===== config.mk =====
export PLATFORM = sky130hd
export DESIGN_NAME = imu_serial_frame_decoder_top_flat
export DESIGN_NICKNAME = d
export VERILOG_FILES = /design/src/imufd_pkg.sv /design/src/imufd_if.sv /design/src/imufd_window.sv /design/src/imu_serial_frame_decoder_top.sv /design/src/flat_wrapper.sv
export SDC_FILE = /design/constraint.sdc
export NUM_CORES = 2
export LEC_CHECK = 0
export ABC_CLOCK_PERIOD_IN_PS = 25700
export BUFFER_PORTS_ARGS = -buffer_cell sky130_fd_sc_hd__buf_2
export CAP_MARGIN = 20
export CORE_MARGIN = 8
export CORE_UTILIZATION = 32
export DETAILED_ROUTE_END_ITERATION = 16
export GPL_ROUTABILITY_DRIVEN = 0
export MAX_ROUTING_LAYER = met4
export SLEW_MARGIN = 20
export SYNTH_ARGS = -nofsm -noshare
export SYNTH_HDL_FRONTEND = slang
export SYNTH_SLANG_ARGS = --single-unit

===== constraint.sdc =====
create_clock -name clk -period 25.7 [get_ports clk]
set_input_delay 1.285 -clock clk [delete_from_list [all_inputs] [get_ports clk]]
set_output_delay 1.285 -clock clk [all_outputs]
set_load 0.03 [all_outputs]

===== src/imufd_pkg.sv =====
package imufd_pkg;

  // Frame framing bytes
  localparam logic [7:0] HEADER_BYTE = 8'h55;
  localparam logic [7:0] TYPE_ACC    = 8'h51;
  localparam logic [7:0] TYPE_GYRO   = 8'h52;
  localparam logic [7:0] TYPE_ANGLE  = 8'h53;

  // Bytes held before the current one
  localparam int WIN_DEPTH = 10;
  localparam int FILL_W    = 4;

  // Scaling constants, signed Q12.16 outputs
  localparam logic signed [35:0] ACC_GAIN     = 36'sd80282;
  localparam logic signed [35:0] ACC_ROUND    = 36'sd128;
  localparam logic signed [35:0] GYRO_GAIN    = 36'sd4000;
  localparam logic signed [35:0] ANGLE_GAIN   = 36'sd360;
  localparam logic signed [35:0] ANGLE_OFFSET = 36'sd11796480;

  typedef enum logic [1:0] {
    KIND_ACC   = 2'd0,
    KIND_GYRO  = 2'd1,
    KIND_ANGLE = 2'd2
  } frame_kind_t;

  typedef struct packed {
    frame_kind_t        kind;
    logic signed [15:0] raw_x;
    logic signed [15:0] raw_y;
    logic signed [15:0] raw_z;
  } frame_hit_t;

  // Scale one raw axis sample into a 28-bit signed Q12.16 value
  function automatic logic signed [27:0] scale_axis(frame_kind_t kind,
                                                    logic signed [15:0] raw,
                                                    logic negate);
    logic signed [35:0] raw_ext;
    logic signed [35:0] gain;
    logic signed [35:0] prod;
    logic signed [35:0] val;
    raw_ext = $signed({{20{raw[15]}}, raw});
    case (kind)
      KIND_ACC:   gain = ACC_GAIN;
      KIND_GYRO:  gain = GYRO_GAIN;
      KIND_ANGLE: gain = ANGLE_GAIN;
      default:    gain = '0;
    endcase
    prod = raw_ext * gain;
    case (kind)
      // round half up, then floor by arithmetic shift
      KIND_ACC:   val = (prod + ACC_ROUND) >>> 8;
      KIND_GYRO:  val = prod;
      KIND_ANGLE: val = prod - ANGLE_OFFSET;
      default:    val = prod;
    endcase
    if (negate) begin
      val = -val;
    end
    return $signed(val[27:0]);
  endfunction

endpackage


===== src/imufd_if.sv =====
interface imufd_in_if;
  logic       valid;
  logic       ready;
  logic [7:0] data_byte;
  logic       buffer_start;

  modport source (output valid, output data_byte, output buffer_start, input ready);
  modport sink   (input valid, input data_byte, input buffer_start, output ready);
endinterface

interface imufd_out_if;
  logic               valid;
  logic               ready;
  logic [1:0]         frame_kind;
  logic signed [27:0] value_x;
  logic signed [27:0] value_y;
  logic signed [27:0] value_z;

  modport source (output valid, output frame_kind, output value_x, output value_y,
                  output value_z, input ready);
  modport sink   (input valid, input frame_kind, input value_x, input value_y,
                  input value_z, output ready);
endinterface


===== src/imufd_window.sv =====
module imufd_window import imufd_pkg::*; (
  input  logic       clk,
  input  logic       rst_n,
  input  logic       accept,
  input  logic [7:0] data_byte,
  input  logic       buffer_start,
  output logic       hit_valid,
  output frame_hit_t hit
);

  localparam logic [FILL_W-1:0] FILL_FULL = FILL_W'(WIN_DEPTH);
  localparam int PAIRS = WIN_DEPTH / 2;

  logic [7:0]        win_r [WIN_DEPTH];
  logic [FILL_W-1:0] fill_r;
  logic [FILL_W-1:0] fill_nxt;
  logic [7:0]        pair_sum [PAIRS];
  logic [7:0]        win_sum;
  logic              full;
  logic              type_known;

  // Checksum as a shallow adder tree over the held bytes
  always_comb begin
    for (int k = 0; k < PAIRS; k++) begin
      pair_sum[k] = win_r[2*k] + win_r[2*k+1];
    end
    win_sum = (pair_sum[0] + pair_sum[1]) + (pair_sum[2] + pair_sum[3]) + pair_sum[4];
  end

  // Decode frame type and test for a complete frame
  always_comb begin
    full = (fill_r == FILL_FULL);
    type_known = 1'b1;
    hit.kind = KIND_ACC;
    case (win_r[1])
      TYPE_ACC:   hit.kind = KIND_ACC;
      TYPE_GYRO:  hit.kind = KIND_GYRO;
      TYPE_ANGLE: hit.kind = KIND_ANGLE;
      default:    type_known = 1'b0;
    endcase
    hit.raw_x = $signed({win_r[3], win_r[2]});
    hit.raw_y = $signed({win_r[5], win_r[4]});
    hit.raw_z = $signed({win_r[7], win_r[6]});
    hit_valid = accept && !buffer_start && full && (win_r[0] == HEADER_BYTE) &&
                (win_sum == data_byte) && type_known;
  end

  // Count held bytes; a new buffer restarts the count with this byte
  always_comb begin
    if (buffer_start) begin
      fill_nxt = FILL_W'(1);
    end else if (full) begin
      fill_nxt = fill_r;
    end else begin
      fill_nxt = fill_r + FILL_W'(1);
    end
  end

  always_ff @(posedge clk) begin
    if (!rst_n) begin
      fill_r <= '0;
    end else if (accept) begin
      fill_r <= fill_nxt;
    end
  end

  // Shift the new byte in; oldest drops off index 0
  always_ff @(posedge clk) begin
    if (accept) begin
      for (int k = 0; k < WIN_DEPTH - 1; k++) begin
        win_r[k] <= win_r[k+1];
      end
      win_r[WIN_DEPTH-1] <= data_byte;
    end
  end

endmodule


===== src/imu_serial_frame_decoder_top.sv =====
// IMU serial frame decoder.
// in_chan carries one received serial byte per request, with buffer_start set
// on the first byte of a new buffer; the byte window is emptied before such a
// byte, so no frame spans two buffers. out_chan carries one request per valid
// frame of type acceleration, angular rate or angle: frame_kind and three
// signed Q12.16 axis values. Bytes that complete no frame give no request.
// Both channels complete a request when valid and ready are high at a rising
// clock edge.
// Throughput: one byte per cycle while in_chan.ready is high. Frames pass the
// frame test into the frame register, then scaling into the result register.
// The frame test is an adder tree over the held bytes; the scaling is one
// constant multiply per axis.
// Reset (rst_n low, synchronous) empties the window and drops any result in
// flight. When out_chan stalls, the result and one frame behind it are held;
// in_chan.ready falls only once both stages are occupied.
module imu_serial_frame_decoder_top import imufd_pkg::*; (
  input logic        clk,
  input logic        rst_n,
  imufd_in_if.sink   in_chan,
  imufd_out_if.source out_chan
);

  logic               accept;
  logic               hit_valid;
  frame_hit_t         hit;
  logic               s1_ready;
  logic               s2_ready;
  logic               s1_valid_r;
  logic               s1_valid_nxt;
  frame_hit_t         s1_hit_r;
  logic               out_valid_r;
  logic               out_valid_nxt;
  frame_kind_t        out_kind_r;
  logic signed [27:0] out_x_r;
  logic signed [27:0] out_y_r;
  logic signed [27:0] out_z_r;

  // Handshake: each stage moves when the one after it can take
  assign s2_ready       = !out_valid_r || out_chan.ready;
  assign s1_ready       = !s1_valid_r || s2_ready;
  assign in_chan.ready  = s1_ready;
  assign accept         = in_chan.valid && s1_ready;

  imufd_window u_window (
    .clk          (clk),
    .rst_n        (rst_n),
    .accept       (accept),
    .data_byte    (in_chan.data_byte),
    .buffer_start (in_chan.buffer_start),
    .hit_valid    (hit_valid),
    .hit          (hit)
  );

  // Advance valid flags
  always_comb begin
    s1_valid_nxt  = s1_ready ? hit_valid : s1_valid_r;
    out_valid_nxt = s2_ready ? s1_valid_r : out_valid_r;
  end

  always_ff @(posedge clk) begin
    if (!rst_n) begin
      s1_valid_r  <= 1'b0;
      out_valid_r <= 1'b0;
    end else begin
      s1_valid_r  <= s1_valid_nxt;
      out_valid_r <= out_valid_nxt;
    end
  end

  // Hold the detected frame
  always_ff @(posedge clk) begin
    if (s1_ready && hit_valid) begin
      s1_hit_r <= hit;
    end
  end

  // Scale axes into the result register; negate gyro x and angle z
  always_ff @(posedge clk) begin
    if (s2_ready && s1_valid_r) begin
      out_kind_r <= s1_hit_r.kind;
      out_x_r    <= scale_axis(s1_hit_r.kind, s1_hit_r.raw_x, s1_hit_r.kind == KIND_GYRO);
      out_y_r    <= scale_axis(s1_hit_r.kind, s1_hit_r.raw_y, 1'b0);
      out_z_r    <= scale_axis(s1_hit_r.kind, s1_hit_r.raw_z, s1_hit_r.kind == KIND_ANGLE);
    end
  end

  assign out_chan.valid      = out_valid_r;
  assign out_chan.frame_kind = out_kind_r;
  assign out_chan.value_x    = out_x_r;
  assign out_chan.value_y    = out_y_r;
  assign out_chan.value_z    = out_z_r;

endmodule


===== src/flat_wrapper.sv =====
// flat-port wrapper written by rule: the top's interface ports become plain ports
module imu_serial_frame_decoder_top_flat import imufd_pkg::*;
  (clk, rst_n, in_chan_valid, in_chan_data_byte, in_chan_buffer_start, in_chan_ready, out_chan_valid, out_chan_frame_kind, out_chan_value_x, out_chan_value_y, out_chan_value_z, out_chan_ready);
  imufd_in_if in_chan_i ();
  imufd_out_if out_chan_i ();
  input logic clk;
  input logic rst_n;
  input wire logic [$bits(in_chan_i.valid)-1:0] in_chan_valid;
  input wire logic [$bits(in_chan_i.data_byte)-1:0] in_chan_data_byte;
  input wire logic [$bits(in_chan_i.buffer_start)-1:0] in_chan_buffer_start;
  output wire logic [$bits(in_chan_i.ready)-1:0] in_chan_ready;
  output wire logic [$bits(out_chan_i.valid)-1:0] out_chan_valid;
  output wire logic [$bits(out_chan_i.frame_kind)-1:0] out_chan_frame_kind;
  output wire logic [$bits(out_chan_i.value_x)-1:0] out_chan_value_x;
  output wire logic [$bits(out_chan_i.value_y)-1:0] out_chan_value_y;
  output wire logic [$bits(out_chan_i.value_z)-1:0] out_chan_value_z;
  input wire logic [$bits(out_chan_i.ready)-1:0] out_chan_ready;
  assign in_chan_i.valid = in_chan_valid;
  assign in_chan_i.data_byte = in_chan_data_byte;
  assign in_chan_i.buffer_start = in_chan_buffer_start;
  assign in_chan_ready = in_chan_i.ready;
  assign out_chan_valid = out_chan_i.valid;
  assign out_chan_frame_kind = out_chan_i.frame_kind;
  assign out_chan_value_x = out_chan_i.value_x;
  assign out_chan_value_y = out_chan_i.value_y;
  assign out_chan_value_z = out_chan_i.value_z;
  assign out_chan_i.ready = out_chan_ready;
  imu_serial_frame_decoder_top u_core (.clk(clk), .rst_n(rst_n), .in_chan(in_chan_i), .out_chan(out_chan_i));
endmodule

==> results.md <==
* Status: complete, no violations
* Largest net degree at the start of global routing at 81
* Flop and latch count out of synthesis at about 220
* Post-synthesis net count at roughly 4700
* CTS tree: yes
* PortBufs at 100
* Reg2reg end: u_core.out_chan.value_x[26]$_DFFE_PP_
* Cell count of the worst reg-to-reg path at 33
* Ys async rst share at 0%
* Drt first pass iters at 6
* CP Capture Type: flop
* RSZ-0062 raised after global routing: no
* Starting Density at 32.27%
* First-pass GRT wire length at around 150000 um
* Critical path's largest stage delay at around 800 ps
* # clock sinks at 222
* Normalized max-slew margin at between 20% and 30%
* Die area at roughly 120000 um^2
* Die W at 353.1 um
* Post-DP HPWL at between 70000 and 80000 um
* Post-CTS Setup Repair Bufs at 0
* Max VDD drop at around 0.057 mV
* Num CTS Buffers at 26
* Vias in the first global route at 26700
* Synth unique cells at approximately 120
* Crit share post-route at around 41%
* Leakage power at 18.29 nW
* Reg clk slew, reported paths at around 60 ps
* Max Clock Freq at approximately 94 MHz
* Worst skew pair latency at about 570 ps
* DRC at 0
* Final setup viols at 0
* Fin. Hold Viols at 0
* Clock Skews at 14.70 ps
* Critical Path Source Type: flop
* Vias per cell at around 5.0
* Reg2reg setup slack at roughly 15000 ps
* CTS Hold Bufs at 0
* Hold path start: u_core.u_window.win_r[8][5]$_DFFE_PP_
* Required @ worst endpoint at around 26000 ps
* Cell row count at 123
* Hold Crit Class: reg -> reg
* Arr. time, crit path at about 11000 ps
* Worst path slowest cell: edfxtp_1
* Initial antenna violation count at 11
* Routed wire length at between 90000 and 100000 um
* Total GRT Usage at between 10 and 15%
* Post-CTS Resized at 0
* First DRT Iteration DRCs at approximately 1600
* Crit Path Category: reg -> reg
* WL/cell at ~17 um
* Detailed-route via count at 26100
* Post-synthesis sequential area ratio at a little under a fifth
* Synthesized instance count at 3713
* Post-Syn Area at approximately 36000 um^2
* Cells on Worst Hold Path at 0
* Area grow syn2layout at 8.171%
* DIE HEIGHT at roughly 350 um
* Worst Setup SP: u_core.s1_hit_r[49]$_DFFE_PP_
* Max Buffers Root-to-Sink at 3
* Worst-margin pin slew at roughly 1100 ps
* Avg Cell Area, Syn at just under 10 um^2
* Post-synth EDFFs at ~220
* Pwr/cell area at 27.70 nW/um^2
* Pwr Total at roughly 0.0011 W
* Setup TNS at 0 ps
* NumNets Final at between 4000 and 5000
* Antenna Nets Post-Route at 0
* Max_cap viols at 0
* Crit-path max FO at 57
* Ys Warns at 0
* R2R Path Start: u_core.s1_hit_r[49]$_DFFE_PP_
* Final Slew Violations at 0
* WHS Endpoint: u_core.u_window.win_r[7][5]$_DFFE_PP_
* I/O Pins at approximately 100
* Most common flop cell mapped by yosys: edfxtp_1
* Crit path time final at roughly 11000 ps
* H-Tree Depth at 1
* Core ar. at 112700 um^2
* Crit path top cell by count: inv_1
* Total grt overflow at 0
* Layout cells sized above 1 at 6.966%
* Clock root cell: clkbuf_16
## worst max-delay path: cells and delay by family (launching register included)
kind	cells	cell delay, ps
buffers and inverters	8	1470
flip-flops	1	800
adder cells (fa/ha/maj)	9	3770
AO/OA/AOI/OAI	8	2150
AND/OR/NAND/NOR	7	2060
XOR/XNOR	1	90
## cells in the mapped netlist (57+ instances only)
cell	instances	area (um^2)
ha_1	441	5518
nor2_1	106	397.9
xnor2_1	143	1252
inv_1	680	2552
nor2b_1	119	744.5
nand2_1	271	1017
edfxtp_1	216	6486
clkbuf_1	80	300.3
and2_1	136	850.8
o21ai_0	104	520.5
a21oi_1	99	495.5
fa_1	497	9950
xor2_1	66	578.1
nand3_1	57	285.3
## stage by stage
step	area, um^2	utilization [%]	setup slack (ps)	hold slack (ps)	instances
3_3_place_gp	38420	34.11	15400	454.7	5214
2_1_floorplan	36350	-	14540	445.0	3713
3_5_place_dp	38440	34.12	15130	456.5	5215
6_report	39320	34.91	15050	470.8	5267
4_1_cts	39310	34.89	15110	466.4	5261
5_1_grt	39320	34.90	14470	489.7	5266
## layout make-up
cell class,instances,area [um^2]
fillers,11450,73330
multi-input cells,2691,26740
flip-flops and latches,222,6606
inverters,683,2565
well taps,1500,1877
clock buffers,31,690.7
repair buffers,119,655.6
clock inverters,15,177.7
diodes,6,15.01
## flip-flops by register name (all words and copies together) (netlist names)
name and flops:
u_core.out_chan.frame_kind 2, u_core.out_chan.valid 1, u_core.out_chan.value_x 28, u_core.out_chan.value_y 28, u_core.out_chan.value_z 28, u_core.s1_hit_r 50, u_core.s1_valid_r 1, u_core.u_window.fill_r 4
u_core.u_window.win_r 80
## cell usage in the layout (no fill, tap or decap), types with 27 or more instances in the layout
cell type / synthesis / routed
buf_2: 20 / 100
nand4_1: 29 / 29
clkbuf_16: 0 / 27
fa_1: 497 / 497
a21o_1: 49 / 49
nand3_1: 57 / 57
nand2b_1: 37 / 37
edfxtp_1: 216 / 216
nor2b_1: 119 / 118
xnor2_1: 143 / 143
inv_1: 680 / 679
ha_1: 441 / 439
a21oi_1: 99 / 99
nand2_1: 271 / 270
nor2_1: 106 / 104
nor4_1: 28 / 28
and2_1: 136 / 136
nor3_1: 55 / 54
o21ai_0: 104 / 104
xor2_1: 66 / 66
## where the power goes
| part | internal (W) | switching [W] | leakage, nW |
|---|---|---|---|
| clock network | 0.000223 | 0.000159 | 0.421 |
| logic | 0.000143 | 0.000150 | 15.8 |
| registers | 0.000404 | 0.00000969 | 2.06 |
## worst max-delay path by stage
stage	slack, ps	endpoint
CTS	15110	u_core.out_chan.value_x[26]$_DFFE_PP_
global route	14470	u_core.out_chan.value_x[26]$_DFFE_PP_
floorplan	14540	u_core.out_chan.value_x[26]$_DFFE_PP_
finish	15050	u_core.out_chan.value_x[26]$_DFFE_PP_
global placement	15400	u_core.out_chan.value_x[26]$_DFFE_PP_
detailed placement	15130	u_core.out_chan.value_x[26]$_DFFE_PP_
## routing by layer
layer | part of all wire (%) | track usage [%] | up-vias
li1 | - | - | 12420
met1 | 46 | 19.86 | 12910
met2 | 47 | 24.09 | 654
met3 | 5.2 | 1.754 | 122
met4 | 2.0 | 3.429 | 0
met5 | 0 | - | -
## cells by family after synthesis
group                      Yosys count  synth area share [%]
adders and majority gates          938                 42.55
xor gates and xnor gates           212                 5.187
AOI/OAI and AO/OA                  549                 10.80
muxes                               13                0.3717
and+or+nand+nor                    979                 14.53
buffers and inverters              800                 8.391
DFF                                222                 18.17
Note: power is estimated with default switching activity, not from simulation.
